==> src/sv/iale_pkg.sv <==
package iale_pkg;

   localparam int CAPACITY_DEFAULT = 256;

   localparam int WORD_W   = 64;
   localparam int OP_W     = 3;
   localparam int POS_W    = 9;
   localparam int COUNT_W  = 9;
   localparam int STATUS_W = 2;

   localparam logic [OP_W-1:0] OP_APPEND = 3'd0;
   localparam logic [OP_W-1:0] OP_SET    = 3'd1;
   localparam logic [OP_W-1:0] OP_GET    = 3'd2;
   localparam logic [OP_W-1:0] OP_DELETE = 3'd3;
   localparam logic [OP_W-1:0] OP_INSERT = 3'd4;

   localparam logic [STATUS_W-1:0] ST_OK    = 2'd0;
   localparam logic [STATUS_W-1:0] ST_FULL  = 2'd1;
   localparam logic [STATUS_W-1:0] ST_RANGE = 2'd2;

   localparam logic [WORD_W-1:0] QUIET_NAN = 64'h7FF8_0000_0000_0000;

   typedef enum logic [2:0] {
      S_IDLE,
      S_DECODE,
      S_GET_WAIT,
      S_DEL_SHIFT,
      S_INS_SHIFT,
      S_INS_PUT
   } state_type;

endpackage

==> src/sv/iale_ctrl.sv <==
module iale_ctrl #(
   parameter int CAPACITY = iale_pkg::CAPACITY_DEFAULT,
   parameter int AW       = $clog2(CAPACITY),
   parameter int CW       = $clog2(CAPACITY + 1)
) (
   input  logic                          clock,
   input  logic                          reset,
   input  logic                          start,
   output logic                          busy,
   input  logic [iale_pkg::OP_W-1:0]     req_op,
   input  logic [iale_pkg::POS_W-1:0]    req_position,
   input  logic [iale_pkg::WORD_W-1:0]   req_word_in,
   output logic                          rsp_valid,
   output logic [iale_pkg::STATUS_W-1:0] rsp_status,
   output logic [iale_pkg::WORD_W-1:0]   rsp_word_out,
   output logic [iale_pkg::COUNT_W-1:0]  rsp_count,
   output logic                          mem_wr_en,
   output logic [AW-1:0]                 mem_wr_addr,
   output logic [iale_pkg::WORD_W-1:0]   mem_wr_data,
   output logic [AW-1:0]                 mem_rd_addr,
   input  logic [iale_pkg::WORD_W-1:0]   mem_rd_data
);

   localparam int XW = (CW > iale_pkg::POS_W) ? CW : iale_pkg::POS_W;

   iale_pkg::state_type state_ff, state_in;

   logic [iale_pkg::OP_W-1:0]     op_ff;
   logic [iale_pkg::POS_W-1:0]    pos_ff;
   logic [iale_pkg::WORD_W-1:0]   word_ff;
   logic [CW-1:0]                 count_ff, count_in;
   logic [AW-1:0]                 wr_ptr_ff, wr_ptr_in;
   logic                          rsp_valid_ff, rsp_valid_in;
   logic [iale_pkg::STATUS_W-1:0] status_ff, status_in;
   logic [iale_pkg::WORD_W-1:0]   word_out_ff, word_out_in;
   logic [iale_pkg::COUNT_W-1:0]  rsp_count_ff;

   logic          accept;
   logic [XW-1:0] pos_x, cnt_x, pos_p1, wr_m1_x;
   logic [CW-1:0] cnt_m1, cnt_p1, wr_p2_x;
   logic          pos_lt, pos_eq, full, append_req;

   assign accept = start && (state_ff == iale_pkg::S_IDLE);
   assign busy   = (state_ff != iale_pkg::S_IDLE);

   assign pos_x   = XW'(pos_ff);
   assign cnt_x   = XW'(count_ff);
   assign pos_p1  = pos_x + XW'(1);
   assign wr_m1_x = XW'(wr_ptr_ff) - XW'(1);
   assign cnt_m1  = count_ff - CW'(1);
   assign cnt_p1  = count_ff + CW'(1);
   assign wr_p2_x = CW'(wr_ptr_ff) + CW'(2);
   assign pos_lt  = pos_x < cnt_x;
   assign pos_eq  = pos_x == cnt_x;
   assign full    = cnt_x == XW'(CAPACITY);

   always_ff @(posedge clock) begin
      if (reset) begin
         state_ff     <= iale_pkg::S_IDLE;
         count_ff     <= '0;
         rsp_valid_ff <= 1'b0;
      end else begin
         state_ff     <= state_in;
         count_ff     <= count_in;
         rsp_valid_ff <= rsp_valid_in;
      end
   end

   always_ff @(posedge clock) begin
      if (accept) begin
         op_ff   <= req_op;
         pos_ff  <= req_position;
         word_ff <= req_word_in;
      end
      wr_ptr_ff    <= wr_ptr_in;
      status_ff    <= status_in;
      word_out_ff  <= word_out_in;
      rsp_count_ff <= iale_pkg::COUNT_W'(count_in);
   end

   always_comb begin
      state_in     = state_ff;
      count_in     = count_ff;
      wr_ptr_in    = wr_ptr_ff;
      rsp_valid_in = 1'b0;
      status_in    = status_ff;
      word_out_in  = word_out_ff;
      mem_wr_en    = 1'b0;
      mem_wr_addr  = wr_ptr_ff;
      mem_wr_data  = mem_rd_data;
      mem_rd_addr  = wr_ptr_ff;
      append_req   = 1'b0;

      unique case (state_ff)
         iale_pkg::S_IDLE: begin
            if (start) begin
               state_in = iale_pkg::S_DECODE;
            end
         end

         iale_pkg::S_DECODE: begin
            // Most operations finish here; the defaults describe a quiet ok.
            rsp_valid_in = 1'b1;
            status_in    = iale_pkg::ST_OK;
            word_out_in  = '0;
            state_in     = iale_pkg::S_IDLE;
            unique case (op_ff)
               iale_pkg::OP_APPEND: begin
                  append_req = 1'b1;
               end
               iale_pkg::OP_SET: begin
                  if (pos_eq) begin
                     append_req = 1'b1;
                  end else if (pos_lt) begin
                     mem_wr_en   = 1'b1;
                     mem_wr_addr = pos_x[AW-1:0];
                     mem_wr_data = word_ff;
                  end else begin
                     status_in = iale_pkg::ST_RANGE;
                  end
               end
               iale_pkg::OP_GET: begin
                  if (pos_lt) begin
                     mem_rd_addr  = pos_x[AW-1:0];
                     rsp_valid_in = 1'b0;
                     state_in     = iale_pkg::S_GET_WAIT;
                  end else begin
                     status_in   = iale_pkg::ST_RANGE;
                     word_out_in = iale_pkg::QUIET_NAN;
                  end
               end
               iale_pkg::OP_DELETE: begin
                  if (!pos_lt) begin
                     status_in = iale_pkg::ST_RANGE;
                  end else if (pos_p1 == cnt_x) begin
                     count_in = cnt_m1;
                  end else begin
                     mem_rd_addr  = pos_p1[AW-1:0];
                     wr_ptr_in    = pos_x[AW-1:0];
                     rsp_valid_in = 1'b0;
                     state_in     = iale_pkg::S_DEL_SHIFT;
                  end
               end
               iale_pkg::OP_INSERT: begin
                  if (!pos_lt && !pos_eq) begin
                     status_in = iale_pkg::ST_RANGE;
                  end else if (pos_eq) begin
                     append_req = 1'b1;
                  end else if (full) begin
                     status_in = iale_pkg::ST_FULL;
                  end else begin
                     // Shift from the top down, starting at the last element.
                     mem_rd_addr  = cnt_m1[AW-1:0];
                     wr_ptr_in    = count_ff[AW-1:0];
                     rsp_valid_in = 1'b0;
                     state_in     = iale_pkg::S_INS_SHIFT;
                  end
               end
               default: begin
               end
            endcase
            if (append_req) begin
               if (full) begin
                  status_in = iale_pkg::ST_FULL;
               end else begin
                  mem_wr_en   = 1'b1;
                  mem_wr_addr = count_ff[AW-1:0];
                  mem_wr_data = word_ff;
                  count_in    = cnt_p1;
               end
            end
         end

         iale_pkg::S_GET_WAIT: begin
            rsp_valid_in = 1'b1;
            status_in    = iale_pkg::ST_OK;
            word_out_in  = mem_rd_data;
            state_in     = iale_pkg::S_IDLE;
         end

         iale_pkg::S_DEL_SHIFT: begin
            // The read data is the entry one above the write pointer.
            mem_wr_en   = 1'b1;
            mem_rd_addr = wr_p2_x[AW-1:0];
            if (wr_p2_x == count_ff) begin
               count_in     = cnt_m1;
               rsp_valid_in = 1'b1;
               status_in    = iale_pkg::ST_OK;
               word_out_in  = '0;
               state_in     = iale_pkg::S_IDLE;
            end else begin
               wr_ptr_in = wr_ptr_ff + AW'(1);
            end
         end

         iale_pkg::S_INS_SHIFT: begin
            // The read data is the entry one below the write pointer.
            mem_wr_en   = 1'b1;
            mem_rd_addr = wr_ptr_ff - AW'(2);
            if (wr_m1_x == pos_x) begin
               state_in = iale_pkg::S_INS_PUT;
            end else begin
               wr_ptr_in = wr_ptr_ff - AW'(1);
            end
         end

         iale_pkg::S_INS_PUT: begin
            mem_wr_en    = 1'b1;
            mem_wr_addr  = pos_x[AW-1:0];
            mem_wr_data  = word_ff;
            count_in     = cnt_p1;
            rsp_valid_in = 1'b1;
            status_in    = iale_pkg::ST_OK;
            word_out_in  = '0;
            state_in     = iale_pkg::S_IDLE;
         end

         default: begin
            state_in = iale_pkg::S_IDLE;
         end
      endcase
   end

   assign rsp_valid    = rsp_valid_ff;
   assign rsp_status   = status_ff;
   assign rsp_word_out = word_out_ff;
   assign rsp_count    = rsp_count_ff;

endmodule

==> config.mk <==
export PLATFORM = sky130hd
export DESIGN_NAME = iale_ctrl
export DESIGN_NICKNAME = d
export VERILOG_FILES = /design/src/sv/iale_pkg.sv /design/src/sv/iale_ctrl.sv
export SDC_FILE = /design/constraint.sdc
export NUM_CORES = 1
export LEC_CHECK = 0
export BUFFER_PORTS_ARGS = -buffer_cell sky130_fd_sc_hd__buf_4
export CELL_PAD_IN_SITES_DETAIL_PLACEMENT = 0
export CELL_PAD_IN_SITES_GLOBAL_PLACEMENT = 1
export CORE_MARGIN = 2
export CORE_UTILIZATION = 40
export CTS_BUF_LIST = sky130_fd_sc_hd__clkbuf_4 sky130_fd_sc_hd__clkbuf_8 sky130_fd_sc_hd__clkbuf_16
export DETAILED_ROUTE_END_ITERATION = 7
export PLACE_DENSITY = 0.81
export SLEW_MARGIN = 20
export SYNTH_ARGS = -nofsm -noshare
export SYNTH_HDL_FRONTEND = slang
export SYNTH_SLANG_ARGS = --single-unit
==> constraint.sdc <==
create_clock -name clock -period 6.95 [get_ports clock]
set_input_delay 0.695 -clock clock [delete_from_list [all_inputs] [get_ports clock]]
set_output_delay 0.695 -clock clock [all_outputs]
set_load 0.02 [all_outputs]
==> reports/qor.txt, run 1 <==
Clock root buffer: clkbuf_16
Post-Synth Adder-Cell Area: 2.93%
Worst-path clk slew: 0.09 ns
Worst EP required: 6.25 ns
I/O pins: 301
CTS Hold Buffers Added: 0
Drt pass-1 iters: 7
Syn Inst Count: 952
CTS resizes: 0
CP startpoint: cnt_x[4]
Number of synthesized flops with an enable pin: 150
Synth Area in Compound Gates: 14.4%
DP Area: 12,900 um2
Mux contribution to synthesized area: 10.0%
Die footprint: 27,500 um2
Overall power: 2.71 mW
CTS tree: done
Area growth syn-to-layout: 28.8%
Worst hold path class: in -> reg
Max Freq: 191 MHz
Crit-path most repeated cell: buf_4
Register area share after synthesis: 47.1%
Yosys Warn Count: 0
# clock sinks: 172
Synth Area in Simple Gates: 15.9%
Skew final: 0.0183 ns
Routability Congestion: 0.945
Diodes inserted: 0
Design area: 13,500 um2
Initial Util: 40.5%
Max_slew headroom: 30.4%
Drt total wl: 37,400 um
# setup viols final: 0
Vias in the first global route: 8,501
Row cnt: 59
Synthesized cell area: 10,500 um2
Buf/Inv on CP: 3
GRT Util Overall: 26.4%
Post-route DRC: 0
Worst-Margin Slew: 1.04 ns
Fin nets: 1,383
Vias post-DR: 8,965
Fraction of registers with async set/reset: 0%
Remaining antenna violation count: 0
Post-synth cell types: 91
First-pass GRT wire length: 55,100 um
Period utilisation layout: 75.4%
Peak fanout along the critical path: 29
Crit path largest cell delay: 0.63 ns
Startpoint Class: flip-flop
Post-CTS setup buffers: 0
Die Width: 166 um
WS Path Type: reg -> out
H-tree depth: 4
Worst vdd rail ir drop: 0.169 mV
Crit end category: output port
Status: finished, final reports clean
Pin count of the biggest net entering global routing: 77
PwrDens: 201 nW/um2
RSZ-0062 raised after global routing: false
Drt wl/cell: 23.9 um
Slowest stage cell on the critical path: dfxtp_1
Crit path cell chain: inv_1, ha_1, a211oi_2, nand2_1, o21a_1, or4_4, a21oi_2, o21a_4, buf_4, mux2_4, buf_4
Pleak: 5.52 nW
Leading register cell type out of synthesis: edfxtp_1
Core area: 25,900 um2
CTS Buf Count: 17
Clk Latency, worst-skew pair: 0.44 ns
Largest delay share family, worst path: compound AO/OA/AOI/OAI gates
Crit path DAT: 4.55 ns
Mean Syn Cell Area: 11.0 um2
Syn nets: 1,119
Chip height: 166 um
Detail Placement HPWL: 28,100 um
Vias per cell: 5.73
Grt ovf: 0
Crit Reg-Reg Startpoint: wr_ptr_ff[2]
Crit path time final: 5.24 ns
Max-Cap Viols: 0
PortBufs: 300
Post-Synth XOR/XNOR Area: 4.71%
Hold_sp: req_word_in[35]
Largest family of logic cells by synthesized area: simple AND/OR/NAND/NOR gates
Synth Register Bits: 172
Hold Violations, Final: 0
Maximum root-to-sink buffer count: 2
Antenna violations before repair: 0
Layout cells sized above 1: 36.2%
First DRT Iteration DRCs: 826
Setup TNS: 0 ns
Max Slew Vio Count: 0
-- placed cells by master, fill, tap and decap left out, types with 17 or more instances in the layout --
master	count
a21o_1	18
a21oi_1	36
and2_1	54
buf_4	315
clkbuf_16	17
dfxtp_1	22
edfxtp_1	150
ha_1	23
inv_1	20
mux2_4	60
nand2_1	65
nand3_1	39
nor2_1	62
o21ai_0	55
xnor2_1	27
xor2_1	18
-- through the flow --
| stage | utilization [%] | worst slack [ns] | hold slack [ns] | instances |
|---|---|---|---|---|
| after global placement | 49.7 | 2.31 | 0.723 | 1532 |
| after detailed placement | 49.7 | 2.20 | 0.733 | 1532 |
| after global routing | 52.2 | 1.47 | 0.398 | 1564 |
| after CTS | 52.2 | 1.70 | 0.402 | 1564 |
| final | 52.2 | 1.71 | 0.426 | 1564 |
| after floorplan | - | 1.22 | 0.664 | 952 |
-- sequential cells by signal (all words and copies together) (netlist names) --
name          cells
rsp_word_out     64
rsp_status        2
wr_ptr_ff         8
op_ff             3
state_ff          3
word_ff          64
cnt_x             9
rsp_count         9
pos_ff            9
rsp_valid         1
-- metal layers --
metal,routed length (um),vias up,track usage [%]
met5,0,-,0
met4,949,0,7.94
met3,2990,53,5.58
met2,18300,499,44.5
met1,15100,4333,34.2
li1,-,4080,-
-- synthesized netlist by cell type (15+ instances only) --
| master | instances | area, um2 |
|---|---|---|
| a21oi_1 | 37 | 185 |
| nand2_1 | 65 | 244 |
| edfxtp_1 | 150 | 4500 |
| buf_2 | 16 | 80.1 |
| nor2_1 | 63 | 236 |
| dfxtp_1 | 22 | 440 |
| a21o_1 | 18 | 135 |
| nand3_1 | 39 | 195 |
| mux2_4 | 60 | 901 |
| inv_1 | 20 | 75.1 |
| xnor2_1 | 27 | 236 |
| o21ai_0 | 55 | 275 |
| clkbuf_1 | 39 | 146 |
| xor2_1 | 18 | 158 |
| and2_1 | 54 | 338 |
| ha_1 | 23 | 288 |
| nor3_1 | 15 | 75.1 |
-- kinds of logic (layout without fill, tap and decap cells) --
group           Yosys count  in the layout
buf+inv                  93            370
mux                      74             74
xor+xnor                 50             50
fa+ha+maj                24             24
compound gates          222            222
simple gates            317            317
flops                   172            172
-- worst paths after layout --
kind	depth (start not counted)	slack [ns]	endpoint
worst max-delay path	11	1.71	mem_wr_data[52]
worst min-delay path	1	0.43	word_ff[35]
worst max register to register	9	2.50	rsp_word_out[29]
worst min register to register	3	0.75	rsp_count[1]
-- final cells by class --
type | instances | area, um2
Fill cell | 2317 | 12400
Multi-Input combinational cell | 687 | 5060
Sequential cell | 172 | 4940
Timing Repair Buffer | 315 | 2360
Clock buffer | 17 | 425
Tap cell | 335 | 419
Clock inverter | 15 | 208
Inverter | 23 | 86.3
-- worst register-to-register path, cell delays in order, from the launching register on --
cell      delay [ns]
edfxtp_1        0.76
inv_1           0.37
ha_1            0.49
xor2_1          0.19
nor3_1          0.48
nand4_2         0.41
o21ai_0         0.29
nand2_1         0.16
a21oi_4         0.18
buf_4           0.65
-- power by group --
group	total (mW)	internal (mW)	switching [mW]
clock network	1.00	0.500	0.501
registers	1.22	1.18	0.0386
logic	0.486	0.215	0.271
total	2.71	1.90	0.811
No activity file was read; power rests on OpenSTA's default activity.
==> run 2, diff against run 1 <==
ABC_AREA = 1   (was default)
CORE_UTILIZATION = 39   (was 40)
PLACE_DENSITY = 0.83   (was 0.81)
clock period = 5.25 ns   (was 6.95 ns; I/O delays follow)
==> run 2 against run 1 <==
Routed wire length increased by 3.7%. Cell area up 3.0%. Global-route usage rose by 0.24 points. Largest cell class is now sequential cells. Register-to-register slack got worse by 1.2 ns. Final cell count rose by 25%. Utilization down 0.66 points. Critical path type unchanged. Hold slack lost 0.18 ns. First-iteration DRC count is 11% higher.
==> reports/qor.txt, run 2 <==
Status: finished, final reports clean
WS Path Type: reg -> out
Max Freq: 210 MHz
Leading register cell type out of synthesis: edfxtp_1
Worst hold path class: in -> reg
Most common cell in the netlist: nand2_1
Post-synth cell types: 44
Period utilisation layout: 90.9%
Vias post-DR: 10,587
Top cells by count, synth: 261 x nand2_1, 195 x nor2_1, 161 x inv_1
Synth Register Bits: 172
Syn nets: 1,506
Routability Congestion: 0.945
Layout cells sized above 1: 24.0%
Pleak: 6.22 nW
Post-synth top area cell: edfxtp_1
PwrDens: 322 nW/um2
CTS Buf Count: 17
CTS resizes: 0
Fraction of registers with async set/reset: 0%
Crit Reg-Reg Startpoint: wr_ptr_ff[1]
Syn Inst Count: 1,339
Drt wl/cell: 19.9 um
Detail Placement HPWL: 28,300 um
Maximum root-to-sink buffer count: 2
Initial Util: 39.8%
First-pass GRT wire length: 58,600 um
Die footprint: 28,900 um2
Clk network pwr share: 31.0%
Die Width: 170 um
Synthesized cell area: 10,800 um2
Top post-synthesis cells by area: edfxtp_1 42%, nand2_1 9.1%, nor2_1 6.8%
Worst hold path stage count: 1
Core area: 27,000 um2
Commonest non-fill, non-tap cell in the layout: buf_4
Max_slew headroom: 30.2%
Setup TNS: 0 ns
Final instance count without filler cells: 1,951
PortBufs: 300
Drt total wl: 38,800 um
Worst-Margin Slew: 1.05 ns
Worst-path clk slew: 0.09 ns
Reg2Reg Depth: 12
Most frequent cells in the layout: 314 x buf_4, 261 x nand2_1, 191 x nor2_1
CP startpoint: cnt_x[7]
Grt ovf: 0
Clock root buffer: clkbuf_16
Row cnt: 60
Number of synthesized flops with an enable pin: 150
Skew final: 0.0221 ns
Max-Cap Viols: 0
Post-route DRC: 0
Pin count of the biggest net entering global routing: 74
Startpoint Class: flip-flop
R2r setup slk: 1.30 ns
Critical R2R Capture: rsp_word_out[23]
H-tree depth: 4
Hold_sp: req_word_in[10]
RSZ-0062 raised after global routing: false
Peak fanout along the critical path: 42
Int Pwr: 2.84 mW
Sw frac: 36.6%
Worst vdd rail ir drop: 0.243 mV
Worst Hold Path EP: word_ff[10]
Net Sw Power: 1.64 mW
Post-Place Cells: 1,919
Sequential Power Share: 38.7%
Crit path time final: 4.77 ns
Crit end category: output port
CTS Hold Buffers Added: 0
Hold Violations, Final: 0
Fin nets: 1,764
Part of the power in combinational logic: 30.3%
Worst EP required: 4.72 ns
Antenna violations before repair: 0
# clock sinks: 172
First DRT Iteration DRCs: 916
Vias in the first global route: 10,124
Drt pass-1 iters: 7
Max Slew Vio Count: 0
# setup viols final: 0
Diodes inserted: 0
Register area share after synthesis: 45.9%
Area growth syn-to-layout: 29.3%
Yosys top cell area share: 41.9%
Vias per cell: 5.43
Design area: 13,900 um2
GRT Util Overall: 26.6%
CTS tree: done
Crit path DAT: 4.25 ns
Post-CTS setup buffers: 0
DP Area: 13,300 um2
Mean Syn Cell Area: 8.04 um2
I/O pins: 301
Yosys Warn Count: 0
Chip height: 170 um
Remaining antenna violation count: 0
Clk Latency, worst-skew pair: 0.45 ns
[run 2: routing by layer]
metal / track usage (%) / wire, um / vias to the layer above
met3: 7.05 / 3480 / 80
met4: 10.1 / 1430 / 0
met5: 0 / 0 / -
li1: - / - / 5077
met2: 45.0 / 18900 / 518
met1: 32.6 / 15000 / 4912
[run 2: worst max-delay path by stage]
stage                                  to  slack (ns)
after floorplan                  op_ff[0]        0.89
after global routing      mem_wr_data[46]        0.07
after global placement    mem_wr_data[37]        1.03
after detailed placement   mem_wr_data[1]        0.96
after CTS                 mem_wr_data[38]        0.46
final                     mem_wr_data[58]        0.48
[run 2: critical path, stage by stage (launching register included)]
cell      delay [ns]
dfxtp_1         0.53
clkinv_1        0.40
ha_1            0.42
nand2_1         0.11
nor3_1          0.07
nand2_1         0.09
nand2_1         0.36
o21ai_4         0.74
buf_4           0.50
o21ai_0         0.14
o221ai_1        0.23
buf_4           0.18
[run 2: layout make-up]
type / instances / area, um2
clock inverters: 15 / 233
repair buffers: 316 / 2400
fillers: 2550 / 13100
clock buffers: 17 / 425
inverters: 172 / 647
multi-input cells: 918 / 4840
well taps: 341 / 427
flip-flops and latches: 172 / 4940
[run 2: logic make-up (layout without fill, tap and decap cells)]
group | after synthesis | after routing | synth area share [%]
buffers and inverters | 249 | 520 | 9.52
and+or+nand+nor | 566 | 566 | 22.0
AOI/OAI and AO/OA | 289 | 289 | 16.5
adders and majority gates | 24 | 24 | 2.86
DFF | 172 | 172 | 45.9
xor gates and xnor gates | 39 | 39 | 3.17
[run 2: power by group through the flow]
stage	Combinational (mW)	Sequential, mW	Clock [mW]
floorplan	0.759	1.80	0
global placement	1.35	1.76	0
detailed placement	1.35	1.76	0
CTS	1.36	1.73	1.41
global route	1.48	1.75	1.46
finish	1.36	1.73	1.39
[run 2: metrics by stage]
step	worst slack [ns]	hold slack (ns)	util (%)	power (mW)
finish	0.480	0.245	51.5	4.47
detailed placement	0.963	0.705	49.1	3.11
global placement	1.03	0.703	49.1	3.11
floorplan	0.894	0.594	-	2.56
CTS	0.460	0.234	51.5	4.50
global route	0.0738	0.230	51.5	4.68
==> run 3, diff against run 2 <==
CORE_UTILIZATION = 40   (was 39)
CTS_CLUSTER_DIAMETER = 30   (was default)
PLACE_DENSITY = 0.85   (was 0.83)
clock period = 6 ns   (was 5.25 ns; I/O delays follow)
==> run 3 against run 2 <==
Utilization grew 0.25 points. Worst setup slack gained 0.43 ns. Final cell count shrank 0.31%. Largest power group unchanged. Sequential share of layout area grew 0.33 points.
==> reports/qor.txt, run 3 (synthesized netlist as in run 2, its figures left out) <==
Pin count of the biggest net entering global routing: 74
H-tree depth: 4
Max Freq: 197 MHz
First-pass GRT wire length: 59,200 um
CTS Hold Buffers Added: 0
Skew final: 0.0208 ns
Antenna violations before repair: 0
Commonest non-fill, non-tap cell in the layout: buf_4
Status: finished, final reports clean
Drt wl/cell: 19.9 um
Remaining antenna violation count: 0
CTS resizes: 0
Max_slew headroom: 34.1%
Period utilisation layout: 84.8%
Fin nets: 1,758
Detail Placement HPWL: 27,800 um
Vias per cell: 5.45
Startpoint Class: flip-flop
Clock root buffer: clkbuf_16
Worst-Margin Slew: 0.989 ns
Row cnt: 60
Storage cell area: 4940 um2
PortBufs: 300
GRT Util Overall: 27.1%
I/O pins: 301
Multi-input gate area: 4840 um2
# setup viols final: 0
Routability Congestion: 0.929
# clock sinks: 172
First DRT Iteration DRCs: 986
PwrDens: 279 nW/um2
Die footprint: 28,200 um2
Die Width: 168 um
Pleak: 6.15 nW
Most frequent cells in the layout: 310 x buf_4, 261 x nand2_1, 191 x nor2_1
Vias in the first global route: 10,303
Worst hold path class: in -> reg
Dpl ws: 1.43 ns
Post-route setup slack: 0.912 ns
WS Path Type: reg -> out
Initial Util: 40.4%
Crit path time final: 5.09 ns
Worst EP required: 5.40 ns
Post-route DRC: 0
Grt ovf: 0
Area growth syn-to-layout: 28.1%
Clk Latency, worst-skew pair: 0.44 ns
Hold Violations, Final: 0
Post-CTS setup buffers: 0
Drt total wl: 38,700 um
Crit end category: output port
Maximum root-to-sink buffer count: 2
Fillcell total: 2,523
Core area: 26,700 um2
Peak fanout along the critical path: 64
Setup TNS: 0 ns
RSZ-0062 raised after global routing: false
Drt pass-1 iters: 5
CTS Buf Count: 17
Vias post-DR: 10,606
CTS tree: done
Chip height: 168 um
Max Slew Vio Count: 0
Worst vdd rail ir drop: 0.208 mV
Worst-path clk slew: 0.09 ns
Diodes inserted: 0
Layout cells sized above 1: 23.7%
Max-Cap Viols: 0
Crit path DAT: 4.49 ns
run 3: cell types whose count changed in the layout (fill, tap and decap cells not counted), moves of 2 or more:
| cell | before | now |
|---|---|---|
| clkinv_8 | 8 | 5 |
| clkinv_4 | 0 | 2 |
| inv_12 | 2 | 0 |
| buf_12 | 2 | 0 |
| inv_8 | 2 | 4 |
| buf_4 | 314 | 310 |
run 3: worst paths after layout:
path,from,depth (start not counted),slack [ns],endpoint
hold / removal,req_word_in[11],1,0.33,word_ff[11]
setup / recovery,cnt_x[7],12,0.91,mem_wr_data[62]
setup reg to reg,cnt_x[7],10,1.75,wr_ptr_ff[3]
hold reg to reg,cnt_x[0],2,0.75,rsp_count[0]
run 3: worst max-delay path: stages (launching register included):
cell and delay, ns:
dfxtp_1 0.55, clkinv_1 0.42, ha_1 0.45, nand2_1 0.10
nor3_1 0.20, nand2_1 0.11, o22ai_1 0.26, nand2_2 0.42
o21ai_4 0.20, buf_4 0.63, o21ai_0 0.16, o221ai_1 0.30
buf_4 0.21
run 3: cell type report:
cell class	count	area share, %
repair buffers	310	16.9
well taps	341	3.09
multi-input cells	918	35.1
inverters	172	4.69
clock buffers	18	3.14
flip-flops and latches	172	35.9
clock inverters	14	1.22
run 3: power breakdown:
| group | internal [mW] | total, mW | switching, mW |
|---|---|---|---|
| Sequential | 1.43 | 1.52 | 0.0900 |
| Combinational | 0.422 | 1.18 | 0.754 |
| Clock | 0.568 | 1.14 | 0.576 |
| Total | 2.42 | 3.84 | 1.42 |
run 3: layer usage:
metal / track usage, % / vias to the layer above / wire, um
met1: 33.6 / 4976 / 15300
met5: 0 / - / 0
met3: 6.96 / 83 / 3280
met2: 45.4 / 485 / 18700
met4: 10.9 / 0 / 1490
li1: - / 5062 / -
run 3: per-stage QoR:
stage                     utilization [%]  hold slack, ns  power (mW)  cells  area (um2)
after floorplan                         -           0.628        2.24   1339       10800
after global placement               49.5           0.732        2.71   1913       13200
after detailed placement             49.5           0.734        2.72   1913       13200
after CTS                            51.7           0.317        3.85   1945       13800
after global routing                 51.7           0.306        4.02   1945       13800
final                                51.7           0.326        3.84   1945       13800
